--- src/hdl/pis_pkg.sv ---
// Shared types, constants and the quadrature phase table of the panel input scanner.
package pis_pkg;

	localparam int NUM_BUTTONS    = 38;
	localparam int NUM_ENCODERS   = 4;
	localparam int SKIPPED_BUTTON = 11;

	// Widths fixed by the transaction fields.
	localparam int PIN_W       = 38;
	localparam int ENC_PIN_W   = 8;
	localparam int ENC_PINS    = 4;
	localparam int COUNT_W     = 8;
	localparam int DEB_W       = 3;
	localparam int PERIOD_W    = 8;
	localparam int CFG_DATA_W  = 38;
	localparam int CFG_IDX_W   = 1;
	localparam int IN_DATA_W   = 48;
	localparam int OUT_DATA_W  = 72;

	localparam logic [CFG_DATA_W-1:0] ACTIVE_LOW_RESET = CFG_DATA_W'(38'hF7FF);
	localparam logic [PERIOD_W-1:0]   PERIOD_RESET     = 8'd50;

	localparam logic [COUNT_W-1:0] COUNT_MAX = 8'h7F;
	localparam logic [COUNT_W-1:0] COUNT_MIN = 8'h81;
	localparam logic [DEB_W-1:0]   DEB_MAX   = 3'd7;

	localparam logic [7:0] MARK_UP   = 8'h10;
	localparam logic [7:0] MARK_DOWN = 8'h20;

	typedef enum logic [CFG_IDX_W-1:0] {
		REG_ACTIVE_LOW_MASK = 1'b0,
		REG_REPORT_PERIOD   = 1'b1
	} cfg_reg_t;

	typedef struct packed {
		logic sample;
		logic clear;
	} enc_ctl_t;

	typedef logic [NUM_ENCODERS-1:0][COUNT_W-1:0] enc_counts_t;

	// Rows are phases 0..4, columns the AB pair; low three bits are the next phase.
	localparam logic [7:0] PHASE_TABLE [20] = '{
		8'h00, 8'h04, 8'h01, 8'h00,
		8'h02, 8'h04, 8'h01, 8'h00,
		8'h02, 8'h14, 8'h01, 8'h00,
		8'h03, 8'h04, 8'h21, 8'h00,
		8'h03, 8'h04, 8'h01, 8'h00
	};

	function automatic logic [7:0] phase_step(input logic [2:0] ph, input logic [1:0] pair);
		logic [2:0] p;
		p = (ph > 3'd4) ? 3'd0 : ph;
		return PHASE_TABLE[{p, pair}];
	endfunction

endpackage

--- src/hdl/panel_input_scanner.sv ---
// Top level of the panel input scanner: stream ports, tick counter and report register.
//
//  Channel   Direction  Transaction carries
//  s_*       in         tuser: opcode; tdata: encoder_pins, button_pins
//  m_*       out        tdata: enc_count_0..3, buttons_pressed
//  cfg_*     in         one register write per cycle with cfg_we high
//
// One transaction is accepted per cycle for as long as the result side keeps up.
// An accepted transaction is held in the input register until the result side has room;
// the update of the encoder, debounce and tick state and the report decision are made
// as it leaves, and a report then sits in the result register that drives m_tvalid.
// Reset clears all but the data registers at once; no sweep follows. A stalled result
// blocks the input register only when the register also holds a transaction, so
// s_tready drops only while both are full and m_tready is low.
module panel_input_scanner (
	input  logic                            clk,
	input  logic                            arst_n,

	input  logic                            s_tvalid,
	output logic                            s_tready,
	// [7:0] encoder_pins, [45:8] button_pins, [47:46] zero
	input  logic [pis_pkg::IN_DATA_W-1:0]   s_tdata,
	// [0] opcode
	input  logic                            s_tuser,

	output logic                            m_tvalid,
	input  logic                            m_tready,
	// [7:0] enc_count_0, [15:8] enc_count_1, [23:16] enc_count_2,
	// [31:24] enc_count_3, [69:32] buttons_pressed, [71:70] zero
	output logic [pis_pkg::OUT_DATA_W-1:0]  m_tdata,

	input  logic                            cfg_we,
	input  logic [pis_pkg::CFG_IDX_W-1:0]   cfg_index,
	input  logic [pis_pkg::CFG_DATA_W-1:0]  cfg_data
);
	import pis_pkg::*;

	// Configuration registers.
	logic [CFG_DATA_W-1:0] active_low_mask_q;
	logic [PERIOD_W-1:0]   report_period_q;

	always_ff @(posedge clk or negedge arst_n) begin
		if (!arst_n) begin
			active_low_mask_q <= ACTIVE_LOW_RESET;
			report_period_q   <= PERIOD_RESET;
		end else if (cfg_we) begin
			unique case (cfg_reg_t'(cfg_index))
				REG_ACTIVE_LOW_MASK: active_low_mask_q <= cfg_data;
				REG_REPORT_PERIOD:   report_period_q   <= cfg_data[PERIOD_W-1:0];
				default:             ;
			endcase
		end
	end

	// Input register. It advances whenever the result register has room, so a
	// transaction is taken every cycle while the downstream side accepts.
	logic                 valid_s1;
	logic                 op_s1;
	logic [IN_DATA_W-1:0] data_s1;
	logic                 adv;

	assign adv      = valid_s1 && (!m_tvalid || m_tready);
	assign s_tready = !valid_s1 || adv;

	always_ff @(posedge clk or negedge arst_n) begin
		if (!arst_n) begin
			valid_s1 <= 1'b0;
		end else if (s_tvalid && s_tready) begin
			valid_s1 <= 1'b1;
		end else if (adv) begin
			valid_s1 <= 1'b0;
		end
	end

	always_ff @(posedge clk) begin
		if (s_tvalid && s_tready) begin
			op_s1   <= s_tuser;
			data_s1 <= s_tdata;
		end
	end

	logic is_tick;
	logic is_sample;
	assign is_tick   = adv && op_s1;
	assign is_sample = adv && !op_s1;

	// Report timing: the tick counter is stepped first, and a report check
	// happens when the new value exceeds the period. An 8-bit counter wraps,
	// so a period of 255 never reports.
	logic [PERIOD_W-1:0] tick_q;
	logic [PERIOD_W-1:0] tick_nxt;
	logic                report;

	assign tick_nxt = tick_q + 8'd1;
	assign report   = tick_nxt > report_period_q;

	always_ff @(posedge clk or negedge arst_n) begin
		if (!arst_n) begin
			tick_q <= '0;
		end else if (is_tick) begin
			tick_q <= report ? '0 : tick_nxt;
		end
	end

	// Encoders: counts are read out and cleared on a reporting tick.
	enc_ctl_t    enc_ctl;
	enc_counts_t enc_counts;

	assign enc_ctl.sample = is_sample;
	assign enc_ctl.clear  = is_tick && report;

	pis_quad u_quad (
		.clk    (clk),
		.arst_n (arst_n),
		.ctl    (enc_ctl),
		.pins   (data_s1[ENC_PIN_W-1:0]),
		.counts (enc_counts)
	);

	// Buttons: pressed_nxt reflects the counters after this tick's step.
	logic [NUM_BUTTONS-1:0] pressed_nxt;
	logic [NUM_BUTTONS-1:0] last_q;

	pis_debounce u_debounce (
		.clk         (clk),
		.arst_n      (arst_n),
		.tick        (is_tick),
		.pins        (data_s1[ENC_PIN_W +: PIN_W]),
		.mask        (active_low_mask_q),
		.pressed_nxt (pressed_nxt)
	);

	always_ff @(posedge clk or negedge arst_n) begin
		if (!arst_n) begin
			last_q <= '0;
		end else if (is_tick && report) begin
			last_q <= pressed_nxt;
		end
	end

	// Result assembly. Encoder fields without an encoder read as zero, and the
	// pressed vector is fitted to the 38-bit field.
	logic [ENC_PINS-1:0][COUNT_W-1:0] enc_field;
	logic [PIN_W-1:0]                 btn_field;

	genvar k;
	generate
		for (k = 0; k < ENC_PINS; k++) begin : g_encf
			if (k < NUM_ENCODERS) begin : g_have
				assign enc_field[k] = enc_counts[k];
			end else begin : g_none
				assign enc_field[k] = '0;
			end
		end
		for (k = 0; k < PIN_W; k++) begin : g_btnf
			if (k < NUM_BUTTONS) begin : g_have
				assign btn_field[k] = pressed_nxt[k];
			end else begin : g_none
				assign btn_field[k] = 1'b0;
			end
		end
	endgenerate

	// A report goes out only when something moved or the buttons changed.
	logic emit;
	assign emit = is_tick && report && ((|enc_counts) || (pressed_nxt != last_q));

	logic                  out_valid_q;
	logic [OUT_DATA_W-1:0] out_data_q;

	always_ff @(posedge clk or negedge arst_n) begin
		if (!arst_n) begin
			out_valid_q <= 1'b0;
		end else if (adv) begin
			out_valid_q <= emit;
		end else if (m_tready) begin
			out_valid_q <= 1'b0;
		end
	end

	always_ff @(posedge clk) begin
		if (emit) begin
			out_data_q <= {2'b00, btn_field, enc_field};
		end
	end

	assign m_tvalid = out_valid_q;
	assign m_tdata  = out_data_q;

	// The input side stalls only when both registers are full and the result waits.
	a_stall_cause: assert property (@(posedge clk) disable iff (!arst_n)
		!s_tready |-> (valid_s1 && m_tvalid && !m_tready))
		else $error("input stalled without a waiting result");

	// A new result can only follow a tick that reached the report threshold.
	a_result_src: assert property (@(posedge clk) disable iff (!arst_n)
		$rose(m_tvalid) |-> $past(is_tick && report))
		else $error("result raised without a reporting tick");

	// A reporting tick restarts the period count.
	a_tick_clear: assert property (@(posedge clk) disable iff (!arst_n)
		(is_tick && report) |=> (tick_q == '0))
		else $error("tick counter not cleared after report");

	// Encoder counts are empty right after a report check.
	a_enc_clear: assert property (@(posedge clk) disable iff (!arst_n)
		(is_tick && report) |=> (enc_counts == '0))
		else $error("encoder counts not cleared after report");

	// The unsampled button never reads as pressed.
	a_skip_btn: assert property (@(posedge clk) disable iff (!arst_n)
		m_tvalid |-> !m_tdata[2*ENC_PINS*4 + SKIPPED_BUTTON])
		else $error("unsampled button reported as pressed");

endmodule

--- src/hdl/pis_quad.sv ---
// Quadrature decoders: per-encoder phase tracking and saturating step counts.
module pis_quad (
	input  logic                          clk,
	input  logic                          arst_n,
	input  pis_pkg::enc_ctl_t             ctl,
	input  logic [pis_pkg::ENC_PIN_W-1:0] pins,
	output pis_pkg::enc_counts_t          counts
);
	import pis_pkg::*;

	genvar k;
	generate
		for (k = 0; k < NUM_ENCODERS; k++) begin : g_enc
			logic [2:0]         phase_q;
			logic [COUNT_W-1:0] count_q;
			logic [1:0]         pair;
			logic [7:0]         nxt;

			if (k < ENC_PINS) begin : g_pins
				assign pair = pins[2*k +: 2];
			end else begin : g_nopins
				assign pair = 2'b00;
			end

			assign nxt = phase_step(phase_q, pair);

			always_ff @(posedge clk or negedge arst_n) begin
				if (!arst_n) begin
					phase_q <= 3'd0;
					count_q <= '0;
				end else if (ctl.clear) begin
					count_q <= '0;
				end else if (ctl.sample) begin
					phase_q <= nxt[2:0];
					if ((nxt & MARK_UP) != 8'd0 && count_q != COUNT_MAX) begin
						count_q <= count_q + 8'd1;
					end else if ((nxt & MARK_DOWN) != 8'd0 && count_q != COUNT_MIN) begin
						count_q <= count_q - 8'd1;
					end
				end
			end

			assign counts[k] = count_q;
		end
	endgenerate

endmodule

--- src/hdl/pis_debounce.sv ---
// Integrating debounce counters, one per sampled button, stepped on each tick.
module pis_debounce (
	input  logic                            clk,
	input  logic                            arst_n,
	input  logic                            tick,
	input  logic [pis_pkg::PIN_W-1:0]       pins,
	input  logic [pis_pkg::CFG_DATA_W-1:0]  mask,
	output logic [pis_pkg::NUM_BUTTONS-1:0] pressed_nxt
);
	import pis_pkg::*;

	genvar n;
	generate
		for (n = 0; n < NUM_BUTTONS; n++) begin : g_btn
			if (n == SKIPPED_BUTTON || n >= PIN_W) begin : g_idle
				// This button has no sampled pin; it never reads as pressed.
				assign pressed_nxt[n] = 1'b0;
			end else begin : g_cnt
				logic [DEB_W-1:0] cnt_q;
				logic [DEB_W-1:0] cnt_nxt;
				logic             active;

				assign active = pins[n] ^ mask[n];

				always_comb begin
					if (active) begin
						cnt_nxt = (cnt_q == DEB_MAX) ? cnt_q : cnt_q + 3'd1;
					end else begin
						cnt_nxt = (cnt_q == 3'd0) ? cnt_q : cnt_q - 3'd1;
					end
				end

				always_ff @(posedge clk or negedge arst_n) begin
					if (!arst_n) begin
						cnt_q <= '0;
					end else if (tick) begin
						cnt_q <= cnt_nxt;
					end
				end

				// Pressed at a count of four or more.
				assign pressed_nxt[n] = cnt_nxt[2];
			end
		end
	endgenerate

endmodule
--- config.mk ---
export PLATFORM = sky130hd
export DESIGN_NAME = panel_input_scanner
export DESIGN_NICKNAME = d
export VERILOG_FILES = /design/src/hdl/pis_pkg.sv /design/src/hdl/panel_input_scanner.sv /design/src/hdl/pis_quad.sv /design/src/hdl/pis_debounce.sv
export SDC_FILE = /design/constraint.sdc
export NUM_CORES = 1
export LEC_CHECK = 0
export BUFFER_PORTS_ARGS = -buffer_cell sky130_fd_sc_hd__buf_2
export CORE_MARGIN = 1
export CORE_UTILIZATION = 50
export CTS_BUF_LIST = sky130_fd_sc_hd__clkbuf_16
export CTS_CLUSTER_SIZE = 30
export DETAILED_ROUTE_END_ITERATION = 16
export PLACE_DENSITY = 0.68
export SYNTH_ARGS = -nofsm -noshare
export SYNTH_HDL_FRONTEND = slang
export SYNTH_HIERARCHICAL = 1
export SYNTH_SLANG_ARGS = --single-unit
--- constraint.sdc ---
create_clock -name clk -period 4.6 [get_ports clk]
set_clock_uncertainty 0.1 [all_clocks]
set_input_delay 0.92 -clock clk [delete_from_list [all_inputs] [get_ports clk]]
set_output_delay 0.92 -clock clk [all_outputs]
set_load 0.05 [all_outputs]
# Word level (Yosys, flattened, before mapping)
# Memories as Yosys holds them, arrays and structs flattened.
# Cells that the tools add are included.
# W data, S select, Z words.
# op_classes
add_sub_neg	83
bitwise	43
reduce_logical	109
mux	144
n_lt_le_gt_ge	9
eq_ne	120
# op_table
cell	n
$mux W3	115
$mux W8	17
$add A3 B1 Y3 const B	37
$eq A3 B3 Y1 const B	37
$logic_not A3 Y1	37
$reduce_and A3 Y1	37
$sub A3 B1 Y3 const B	37
$ne A2 B1 Y1 const B	37
$ne A2 B2 Y1 const B	37
$mux W6	8
$add A8 B1 Y8 const B	5
$ne A37 B37 Y1	1
$xor A1 B1 Y1	37
$ne A8 B7 Y1 const B	4
$ne A8 B8 Y1 const B	4
$reduce_or A32 Y1	1
$sub A8 B1 Y8 const B	4
$ge A6 B6 Y1 const B	4
$not A5 Y6	4
$logic_and A1 B1 Y1	14
$reduce_and A2 Y1	7
$gt A3 B3 Y1 const B	4
$reduce_bool A3 Y1	4
$gt A8 B8 Y1	1
other kinds (5)	15
# word_totals
ff_bits	364
mem_count	4
romBits	1024
in_bits	93
out_inout_bits	74
# memory_table
memory	words	width	read_ports	rd_clocked_by_memory_dff	write_ports	line	rtl
(name not given)	32	8	1	0	0	pis_pkg.sv:54	return PHASE_TABLE[{p, pair}];
(name not given)	32	8	1	0	0	pis_pkg.sv:54	
(name not given)	32	8	1	0	0	pis_pkg.sv:54	
(name not given)	32	8	1	0	0	pis_pkg.sv:54	

# Logic depth before layout (Yosys ltp)
# logic_depth
word_depth	11
ltp_mapped	15
ltp_nobuf	12

# Modules after synthesis
# The synthesis kept the hierarchy.
# by_module_without_submodules
module	n_inst	cells_per_inst	area_per_inst_um2	seq_area_each_um2
pis_debounce	1	914	10184.8	2777.7
panel_input_scanner	1	449	8030.2	5888.1
pis_quad	1	368	3296.9	1101.1

# Least setup slack after synthesis
# No wires, ideal clock.
# synth_path
path_type	reg2reg
startpoint	register tick_q[2]
endpoint	register out_data_q[0] (netlist: m_tdata[0]), enable pin
required_time_ns	4.076
stages_incl_launch_ff	13
period_less_slack_ns	3.913
arrival_ns	3.389
setup_slack_ns	0.687
path_buffers	1
setup_time_ns	0.424
path_cell_list	dfrtp_1 > and3_1 > nand3_2 > nor2_1 > xor2_1 > ha_1 > nand4_1 > or2_1 > nand2_1 > a21oi_4 > buf_6 > o21ai_0 > inv_1
# synth_lines
item	line	rtl
start, declared	panel_input_scanner.sv:90	logic [PERIOD_W-1:0] tick_q;
start signal, assigned	panel_input_scanner.sv:101	tick_q <= report ? '0 : tick_nxt;
end signal, assigned	panel_input_scanner.sv:183	out_data_q <= {2'b00, btn_field, enc_field};
end, declared	panel_input_scanner.sv:169	logic [OUT_DATA_W-1:0] out_data_q;

# Worst setup path after layout
# layout_path
startpoint	register tick_q[2]
endpoint	register u_quad.g_enc[1].phase_q[1]
# layout_between
elab_chain_len	5
# layout_lines
item	line	rtl
$add A8 B1 Y8	panel_input_scanner.sv:94	assign tick_nxt = tick_q + 8'd1;
$gt A8 B8 Y1	panel_input_scanner.sv:95	assign report = tick_nxt > report_period_q;
$logic_and A1 B1 Y1	panel_input_scanner.sv:110	assign enc_ctl.clear = is_tick && report;
$not A1 Y1 (no line)	-	
$reduce_and A2 Y1 (no line)	-	
end signal, assigned	pis_quad.sv:34	phase_q <= nxt[2:0];
end, declared	pis_quad.sv:14	logic [2:0] phase_q;
# Every way passes these cells.
# A chain may end at the register's enable or synchronous reset.

==> flow_results.org <==
** Status
- The flow ran to the end, and the final reports show no timing, DRC or antenna violations.

** Drt
- The detailed router finished its first iteration with around 570 violations.
- The pre-antenna-repair detailed-routing pass consisted of 5 iterations.
- The routed design has about 40000 um of wire.
- The count of nets left with antenna violations once routing finished came out at 0.
- Using the TritonRoute via totals, the vias-per-cell ratio works out to ~5.1.
- Avg WL per Cell :: between 15 and 20 um
- Total DRC errors in the routed layout :: 0
- Across all layers, the routed design uses 12572 vias.

** Worst setup path
- The worst register-to-register path begins at tick_q[2]$_DFFE_PN0P_.
- Setup crit end kind :: flip-flop
- Data on the critical path is required at its endpoint by 4.94 ns.
- Top fanout value on the critical path :: 24
- Data on the critical path arrives at its endpoint at approximately 4 ns.
- The critical path is of the flip-flop to flip-flop type.
- CP Launch Point :: tick_q[2]$_DFFE_PN0P_
- The worst setup path is launched from a flip-flop.

** Floorplanning
- Top-level I/O count :: 167
- The floorplan has 75 rows.
- Measured along the y axis, the die boundary spans 209 um.
- The floorplan step defined a die boundary enclosing 43700 um^2.
- Starting utilization of the core area :: 0.509
- In this run the horizontal extent of the chip is 209 um.
- The core region is 42100 um^2.

** Global routing
- The first global-routing pass estimated 65900 um of wire.
- Global-route congestion overflow total :: 0
- Entering global routing, the biggest net connects about 100 pins.
- In the global route stage, overall resource usage came out at 0.189.
- Number of global-route vias before repair :: 13029
- Number of antenna violations at the first check in global routing :: 1

** STA
- Setup repair after global routing missed its margin :: no
- Final critical-path setup slack :: 0.856 ns
- Worst-Margin Slew :: 0.962 ns
- Max-slew violation total from the final report :: 0
- Derived from the worst setup path, the maximum achievable clock frequency is 267 MHz.
- The number of hold violations in the final report came to 0.
- In this run the tightest slew margin relative to its limit is 0.359.
- Endpoints failing setup :: 0
- Final Critical Period :: 3.74 ns
- Setup Total Neg Slack :: 0 ns
- Final worst path period share :: 0.814

** Logic synthesis
- For this run, the number of Yosys warnings is 6.
- Dividing the synthesized area by the synthesized cell count gives 12.4 um^2.
- In this run the cell area of the synthesized design comes to 21400 um^2.
- Gate count after technology mapping :: 1728

** CTS
- Post-CTS repair changed the size of 0 cells.
- Buffers inserted during clock tree synthesis total 42.
- Clock sinks :: 364
- After clock tree synthesis, the setup repair step added 0 buffers.
- Clock-pin slew was measured on the worst setup and hold paths at 0.06 ns.
- The longest clock path from root to sink contains 3 buffers.
- Clk root buf :: sky130_fd_sc_hd__clkbuf_16
- Clock tree from TritonCTS :: built
- Level count of the clock H-tree :: 2
- Clock latency of the later-clocked register in the worst-skew pair :: approximately 0.57 ns
- In this run, post-CTS hold repair placed 0 buffers.

** Cells and area
- Final instance count without filler cells :: 2461
- The finished cells cover ~24000 um^2.
- Of the cells placed in the final design, the portion with a size suffix greater than 1 is 0.290.
- Layout Nets :: 2165
- From synthesis to final layout, the design area changed by 12.1%.

** Run
- The tool flagged a number of max-cap violations equal to 0.

** Power
- Areal power density over the cells :: 604 nW/um^2
- For this design the static power due to leakage is 0.0112 uW.
- IR analysis of the VDD net gives a maximum drop of 0.290 mV.

** Placed design
- Summing all placed instances gives a cell area of 22600 um^2.
- The number of placed instances, taps included, is approximately 2400.
- At the placement stage, the worst setup path has a slack of 0.873 ns.
- Detailed placement ended at an HPWL of 27900 um.
- # port buffers :: 160
- The congestion estimate from routability-driven global placement came to 0.829.

** Min path
- Min-delay worst type :: primary input to async pin
## flip-flops by register name, indices dropped and copies added, names as in the netlist
| signal | count |
|---|---|
| m_tvalid | 1 |
| m_tdata | 70 |
| u_debounce/g_btn.g_cnt.cnt_q | 111 |
| report_period_q | 8 |
| valid_s1 | 1 |
| op_s1 | 1 |
| last_q | 38 |
| tick_q | 8 |
| u_quad/g_enc.count_q | 32 |
| active_low_mask_q | 37 |
| u_quad/g_enc.phase_q | 12 |
| data_s1 | 45 |
## final timing paths
path	slack (ns)	to	cells past startpoint
setup / recovery	0.86	u_quad/g_enc[1].phase_q[1]$_DFFE_PN0P_	13
hold / removal	0.27	u_debounce/g_btn[15].g_cnt.cnt_q[1]$_DFFE_PN0P_	1
setup reg to reg	0.86	u_quad/g_enc[1].phase_q[1]$_DFFE_PN0P_	13
hold reg to reg	0.40	u_debounce/g_btn[15].g_cnt.cnt_q[0]$_DFFE_PN0P_	1
max in group asynchronous	3.14	active_low_mask_q[12]$_DFFE_PN1P_	2
min in group clk	0.40	u_debounce/g_btn[15].g_cnt.cnt_q[0]$_DFFE_PN0P_	1
## per-layer routing
layer | routed length, um | global-route usage | part of all wire
met1 | 17600 | 0.234 | 0.44
met2 | 20100 | 0.336 | 0.50
met5 | 0 | 0 | 0
met4 | 846 | 0.0593 | 0.021
met3 | 1410 | 0.0305 | 0.035
## power by group
group	total, uW	leakage [uW]	internal, uW	switching, uW
clock network	3420	0.000711	2040	1380
logic	5770	0.00630	2850	2920
registers	5330	0.00416	4350	973
## placed cells by master, fill, tap and decap left out, types with 37 or more instances in the layout
cell type,count
sky130_fd_sc_hd__ha_1,181
sky130_fd_sc_hd__nor2b_1,45
sky130_fd_sc_hd__clkbuf_16,43
sky130_fd_sc_hd__nand2_1,47
sky130_fd_sc_hd__mux2i_1,120
sky130_fd_sc_hd__mux2i_2,37
sky130_fd_sc_hd__dfrtp_1,230
sky130_fd_sc_hd__mux2_2,130
sky130_fd_sc_hd__nor2_1,86
sky130_fd_sc_hd__inv_1,220
sky130_fd_sc_hd__edfxtp_1,116
sky130_fd_sc_hd__buf_2,159
sky130_fd_sc_hd__xnor2_1,74
## area by class of cell
cell class | count | area, um^2
fillers | 3418 | 18100
multi-input cells | 1073 | 10400
clock inverters | 35 | 343
clock buffers | 43 | 1080
diodes | 1 | 2.50
inverters | 220 | 830
repair buffers | 186 | 1030
flip-flops and latches | 364 | 9710
well taps | 539 | 674
## stage by stage
step	power [uW]	util	hold WS [ns]
2_1_floorplan	10000	-	0.367
3_3_place_gp	10900	0.537	0.388
3_5_place_dp	11200	0.537	0.396
4_1_cts	14700	0.571	0.331
5_1_grt	15600	0.571	0.363
6_report	14500	0.571	0.271
## critical path, stage by stage (launching register included)
cell,delay [ns]
sky130_fd_sc_hd__dfrtp_1,0.42
sky130_fd_sc_hd__and3_1,0.24
sky130_fd_sc_hd__nand3_2,0.13
sky130_fd_sc_hd__nor2_1,0.15
sky130_fd_sc_hd__xor2_1,0.22
sky130_fd_sc_hd__ha_1,0.28
sky130_fd_sc_hd__nand4_1,0.12
sky130_fd_sc_hd__or2_1,0.12
sky130_fd_sc_hd__nand2_1,0.08
sky130_fd_sc_hd__a21oi_4,0.25
sky130_fd_sc_hd__buf_4,0.29
sky130_fd_sc_hd__nand2b_1,0.76
sky130_fd_sc_hd__o21ai_0,0.22
sky130_fd_sc_hd__a22o_1,0.21
No activity file was read; power rests on OpenSTA's default activity.
